[src/newton_fractal_cubic_pixel_unit_assert.svh]
// ----------------------------------------------------------------------------
// Assertion macros for the Newton fractal pixel unit
// Shared property wrappers, sampled on the rising clock, off during reset.
// ----------------------------------------------------------------------------
`ifndef NEWTON_FRACTAL_CUBIC_PIXEL_UNIT_ASSERT_SVH
`define NEWTON_FRACTAL_CUBIC_PIXEL_UNIT_ASSERT_SVH

// same-cycle implication
`define NFC_ASSERT_IMPL(label, clk, rst_n, ante, cons, msg) \
  label: assert property (@(posedge clk) disable iff (!rst_n) (ante) |-> (cons)) \
    else $error(msg);

// next-cycle implication
`define NFC_ASSERT_NEXT(label, clk, rst_n, ante, cons, msg) \
  label: assert property (@(posedge clk) disable iff (!rst_n) (ante) |=> (cons)) \
    else $error(msg);

`endif

[src/nfc_pkg.sv]
// ----------------------------------------------------------------------------
// nfc_pkg
// Shared types and codes for the Newton fractal pixel unit.
// ----------------------------------------------------------------------------
`timescale 1ns / 1ps

package nfc_pkg;

  // control bits that travel with each pipeline slot
  typedef struct packed {
    logic valid;
    logic dead;   // zero derivative seen, pixel goes to root 0
  } nfc_ctl_t;

  // configuration register indexes
  localparam int CFG_IDX_W = 2;
  localparam logic [CFG_IDX_W-1:0] CFG_ORIGIN = 2'd0;
  localparam logic [CFG_IDX_W-1:0] CFG_STEP   = 2'd1;

  // fixed widths of the register fields
  localparam int ORIGIN_W = 32;
  localparam int STEP_W   = 31;
  // register values: origin is signed Q4.28, step is unsigned Q3.28
  localparam int CFG_FRAC = 28;

  // root codes
  localparam logic [1:0] ROOT_ONE = 2'd0;
  localparam logic [1:0] ROOT_UP  = 2'd1;
  localparam logic [1:0] ROOT_DN  = 2'd2;

  localparam logic [7:0] COLOR_FULL = 8'hFF;
  localparam logic [7:0] COLOR_NONE = 8'h00;

  // reset values of the registers
  localparam logic signed [ORIGIN_W-1:0] ORIGIN_RST = -32'sd268435456;
  localparam logic [STEP_W-1:0]          STEP_RST   = 31'd131072;

endpackage

[src/nfc_map.sv]
// ----------------------------------------------------------------------------
// nfc_map
// Maps pixel coordinates to plane coordinates: origin + step * coord,
// then moves Q4.28 to the working format with saturation. Two stages.
// ----------------------------------------------------------------------------
`timescale 1ns / 1ps

module nfc_map #(
  parameter int FRAC_BITS  = 28,
  parameter int COORD_BITS = 12
) (
  input  logic                                   clk,
  input  logic                                   rst_n,
  input  logic                                   valid_i,
  input  logic [COORD_BITS-1:0]                  x_coord_i,
  input  logic [COORD_BITS-1:0]                  y_coord_i,
  input  logic signed [nfc_pkg::ORIGIN_W-1:0]    origin_i,
  input  logic [nfc_pkg::STEP_W-1:0]             step_i,
  output nfc_pkg::nfc_ctl_t                      ctl_o,
  output logic signed [FRAC_BITS+3:0]            x_o,
  output logic signed [FRAC_BITS+3:0]            y_o
);

  localparam int W   = FRAC_BITS + 4;
  localparam int PXW = nfc_pkg::STEP_W + COORD_BITS;
  localparam int TW  = PXW + 2;
  localparam int SV  = (FRAC_BITS >= nfc_pkg::CFG_FRAC) ?
                       TW + FRAC_BITS - nfc_pkg::CFG_FRAC : TW;
  localparam logic signed [W-1:0] VMAX = {1'b0, {(W-1){1'b1}}};
  localparam logic signed [W-1:0] VMIN = {1'b1, {(W-1){1'b0}}};

  logic              vld_r;
  logic [COORD_BITS-1:0] coord [2];
  logic signed [W-1:0]   res_nxt [2];
  logic signed [W-1:0]   res_r [2];

  assign coord[0] = x_coord_i;
  assign coord[1] = y_coord_i;

  for (genvar l = 0; l < 2; l++) begin : g_lane
    logic [PXW-1:0]       px;
    logic signed [TW-1:0] t_nxt;
    logic signed [TW-1:0] t_r;
    logic signed [SV-1:0] v;

    // stage 1: origin + step * coord, exact
    assign px    = PXW'(step_i) * PXW'(coord[l]);
    assign t_nxt = TW'(origin_i) + $signed({2'b00, px});

    always_ff @(posedge clk) begin
      t_r <= t_nxt;
    end

    // stage 2: format change
    if (FRAC_BITS >= nfc_pkg::CFG_FRAC) begin : g_up
      assign v = SV'(t_r) <<< (FRAC_BITS - nfc_pkg::CFG_FRAC);
    end else begin : g_dn
      localparam int DN = nfc_pkg::CFG_FRAC - FRAC_BITS;
      logic [TW-1:0] mag;
      logic [TW-1:0] rnd;
      // round half away from zero on the magnitude
      assign mag = t_r[TW-1] ? TW'(-t_r) : TW'(t_r);
      assign rnd = (mag + (TW'(1) << (DN - 1))) >> DN;
      assign v   = t_r[TW-1] ? -$signed(rnd) : $signed(rnd);
    end

    assign res_nxt[l] = (v > SV'(VMAX)) ? VMAX :
                        (v < SV'(VMIN)) ? VMIN : v[W-1:0];
  end

  logic vld2_r;

  always_ff @(posedge clk) begin
    if (!rst_n) begin
      vld_r  <= 1'b0;
      vld2_r <= 1'b0;
    end else begin
      vld_r  <= valid_i;
      vld2_r <= vld_r;
    end
  end

  always_ff @(posedge clk) begin
    res_r[0] <= res_nxt[0];
    res_r[1] <= res_nxt[1];
  end

  assign ctl_o = '{valid: vld2_r, dead: 1'b0};
  assign x_o   = res_r[0];
  assign y_o   = res_r[1];

endmodule

[config.mk]
export PLATFORM = sky130hd
export DESIGN_NAME = nfc_map
export DESIGN_NICKNAME = d
export VERILOG_FILES = /design/src/newton_fractal_cubic_pixel_unit_assert.svh /design/src/nfc_pkg.sv /design/src/nfc_map.sv
export SDC_FILE = /design/constraint.sdc
export NUM_CORES = 2
export LEC_CHECK = 0
export ABC_AREA = 1
export BUFFER_PORTS_ARGS = -buffer_cell sky130_fd_sc_hd__buf_2
export CAP_MARGIN = 20
export CORE_ASPECT_RATIO = 1.25
export CORE_MARGIN = 5
export CORE_UTILIZATION = 45
export DETAILED_ROUTE_END_ITERATION = 12
export SYNTH_ARGS = -nofsm -noshare
export SYNTH_HDL_FRONTEND = slang
export SYNTH_SLANG_ARGS = --single-unit
[constraint.sdc]
create_clock -name clk -period 7.4 [get_ports clk]
set_input_delay 0.37 -clock clk [delete_from_list [all_inputs] [get_ports clk]]
set_output_delay 0.37 -clock clk [all_outputs]
set_load 0.05 [all_outputs]
==> metrics <==
Synthesis Warnings=0; latest clock arrival within the worst-skew pair=roughly 0.43 ns; Rel. slew slack=0.4098; Filler Cells Inserted=8426; cell count of the worst reg-to-reg path=4; fmax=between 150 and 200 MHz; worst reg2reg path startpoint=g_lane[0].t_r[40]$_DFF_P_; most frequent cells in the layout=2036 x sky130_fd_sc_hd__nand2_1, 1429 x sky130_fd_sc_hd__inv_1, 582 x sky130_fd_sc_hd__fa_1; accumulated negative setup slack=0 ns; worst slack at placement=0.5043 ns; final worst hold slack=0.1373 ns; cell types with the largest area share after synthesis=sky130_fd_sc_hd__fa_1 32%, sky130_fd_sc_hd__nand2_1 21%, sky130_fd_sc_hd__inv_1 15%; most common cell after layout, fill and taps aside=sky130_fd_sc_hd__nand2_1; Worst Skew=roughly 0.015 ns; top cell type by total area after synthesis=sky130_fd_sc_hd__fa_1; violation count after the first detailed-routing iteration=approximately 1900; post-route setup slack=a little under 0.9 ns; reg-to-reg critical path endpoint=res_r[0][29]$_SDFF_PN1_; global routing usage summed across all routing layers=0.2513; # DRC=0; Die Y-Extent=around 330 um; M3 GR Usage=0.02019; arrival time at the worst endpoint=around 6.9 ns; Crit. End Element=register; final-report max-slew violation count=0; RSZ-0062 raised after global routing=false; number of global-route vias before repair=32440; internal reg-to-reg setup slack=5.71 ns; number of nets in the layout=6420; area enclosed by the die boundary=roughly 86000 um2; Die W=around 260 um; largest fanout on the critical path=28; initial antenna violation count=4; maximum number of pins on one net before global-route repair=34; Detail Route Antenna Nets=0; busiest layer in global routing=met2; final critical-path required period=roughly 6.5 ns; count of input and output buffers=~150; Setup CP Type=in2reg; Core Box Area=roughly 80000 um2; final hold violation count=0; required time of the critical path=slightly below 8 ns; share of cells above drive strength 1=0.06445; clock tree from TritonCTS=built; sequential area share after synthesis=0.08675; detailed-route via count=between 30000 and 40000; cell chosen for the clock root=sky130_fd_sc_hd__clkbuf_16; clock-pin slew of the registers on the worst-case setup and hold paths=~0.070 ns; placed cell area=approximately 38000 um2; Resize count post-CTS=0; number of vias per cell=about 4.8; Worst Hold Launch=valid_i; worst hold path class=in2reg; Final Instance Area=roughly 39000 um2; number of buffers inserted by post-CTS setup repair=0; fraction of synthesized cell area taken by the top area cell type=0.3237; area delta synth->final=7.205%; first-pass GRT wire length=173.2 mm; Clock Tree Buf Depth=2; number of synthesized register bits=156; post-synthesis average cell area=between 6 and 7 um2; post-synthesis cell type count=34; area of the multi-input gates=between 20000 and 30000 um2; critical path endpoint=g_lane[1].t_r[42]$_DFF_P_; status=completed; Worst Tran Pin Value=0.8853 ns; Inserted Clock Buffers=17; post-detailed-routing wire length=roughly 110 mm; max-cap viol count=0; critical path launch point=y_coord_i[6]; register cell area after layout=3123 um2; remaining global-route overflow=0; HPWL after detailed placement=between 90 and 100 mm; count of hold-fix buffers inserted at cts=0; GRT met2 Usage=0.4285; global routing met1 resource utilization=0.3382; Finish-stage setup viols=0; net count after synthesis=6342; cell count after synthesis=5418; crit share post-route=0.8827; number of sinks driven by the clock tree=around 160; average wire per cell in the routed design=around 16 um; Cell Area, Synth=36000 um2; final estimated routing congestion in global placement=between 0.9 and 1; row count=approximately 120; detailed-routing iteration count for the pre-antenna-repair pass=5; type of element launching the critical path=primary input; depth of the CTS H-tree=4; count of pins on the block boundary=between 150 and 200; initial standard-cell utilization of the core=0.4518
==> kinds of logic after synthesis <==
logic type | count (synthesis) | share of synthesized area
DFF | 156 | 0.08675
xor gates and xnor gates | 96 | 0.02336
and+or+nand+nor | 2564 | 0.2860
buffers and inverters | 1591 | 0.1665
AOI/OAI and AO/OA | 176 | 0.02603
other | 1 | 0.0001042
adders and majority gates | 834 | 0.4112
==> registers in the layout (all words and copies together) (netlist names) <==
register    flops
g_lane.t_r     90
res_r          64
vld2_r          1
vld_r           1
==> synth_stat cells (all sizes together) <==
library cell / n
a21o: 1
a21oi: 118
a31o: 1
a31oi: 13
and2: 6
buf: 16
clkbuf: 134
conb: 1
dfxtp: 156
fa: 582
ha: 252
inv: 1441
nand2: 2067
nand2b: 1
nand3: 149
nand3b: 4
nand4: 17
nor2: 281
nor3: 25
nor4: 12
o21ai: 31
o21bai: 12
or2: 2
xnor2: 19
xor2: 77
==> area by class of cell <==
class | count | area share
multi-input combinational | 3671 | 0.6967
clock inverter | 13 | 0.004344
tap | 1062 | 0.03443
sequential | 156 | 0.08092
inverter | 1441 | 0.1402
antenna | 4 | 0.0002594
timing repair buffer | 209 | 0.03203
clock buffer | 18 | 0.01112
==> through the flow <==
| step | instances | util |
|---|---|---|
| floorplan | 5418 | - |
| CTS | 6568 | 0.4838 |
| global placement | 6537 | 0.4763 |
| finish | 6574 | 0.4843 |
| global route | 6572 | 0.4843 |
| detailed placement | 6537 | 0.4763 |
==> critical path, stage by stage <==
cell,delay (ns)
sky130_fd_sc_hd__buf_2,0.64
sky130_fd_sc_hd__nand2_1,0.18
sky130_fd_sc_hd__fa_1,0.57
sky130_fd_sc_hd__inv_1,0.05
sky130_fd_sc_hd__fa_1,0.55
sky130_fd_sc_hd__fa_1,0.43
sky130_fd_sc_hd__fa_1,0.49
sky130_fd_sc_hd__inv_1,0.05
sky130_fd_sc_hd__fa_1,0.47
sky130_fd_sc_hd__inv_1,0.04
sky130_fd_sc_hd__ha_1,0.38
sky130_fd_sc_hd__nand2_2,0.13
sky130_fd_sc_hd__nor2_2,0.20
sky130_fd_sc_hd__nand3_1,0.12
sky130_fd_sc_hd__nand3_1,0.15
sky130_fd_sc_hd__nand2_1,0.09
sky130_fd_sc_hd__nand2_2,0.09
sky130_fd_sc_hd__nand2_1,0.08
sky130_fd_sc_hd__nand3_1,0.07
sky130_fd_sc_hd__nand2_1,0.08
sky130_fd_sc_hd__ha_1,0.43
sky130_fd_sc_hd__nand2_1,0.15
sky130_fd_sc_hd__nor2_1,0.22
sky130_fd_sc_hd__nand2_1,0.15
sky130_fd_sc_hd__nor2_1,0.22
sky130_fd_sc_hd__nand3_1,0.20
sky130_fd_sc_hd__nand4_1,0.15
sky130_fd_sc_hd__nand2_1,0.05
==> how the worst min path moves through the flow <==
stage,to,slack (ns),cells after the start
floorplan,vld2_r$_SDFF_PN0_,0.39,2
global placement,res_r[0][31]$_SDFF_PN0_,0.40,0
detailed placement,res_r[0][31]$_SDFF_PN0_,0.40,0
CTS,vld_r$_SDFF_PN0_,0.12,3
global route,vld_r$_SDFF_PN0_,0.15,3
finish,vld_r$_SDFF_PN0_,0.14,3
==> layer usage <==
metal / wire length, um / up-vias
met5: 13 / -
met4: 4276 / 2
met3: 5374 / 170
met2: 50190 / 917
met1: 47150 / 14990
li1: - / 15600
Power is not shown: default switching activity piles up to over one toggle a cycle in this logic, so the estimate is an artifact.
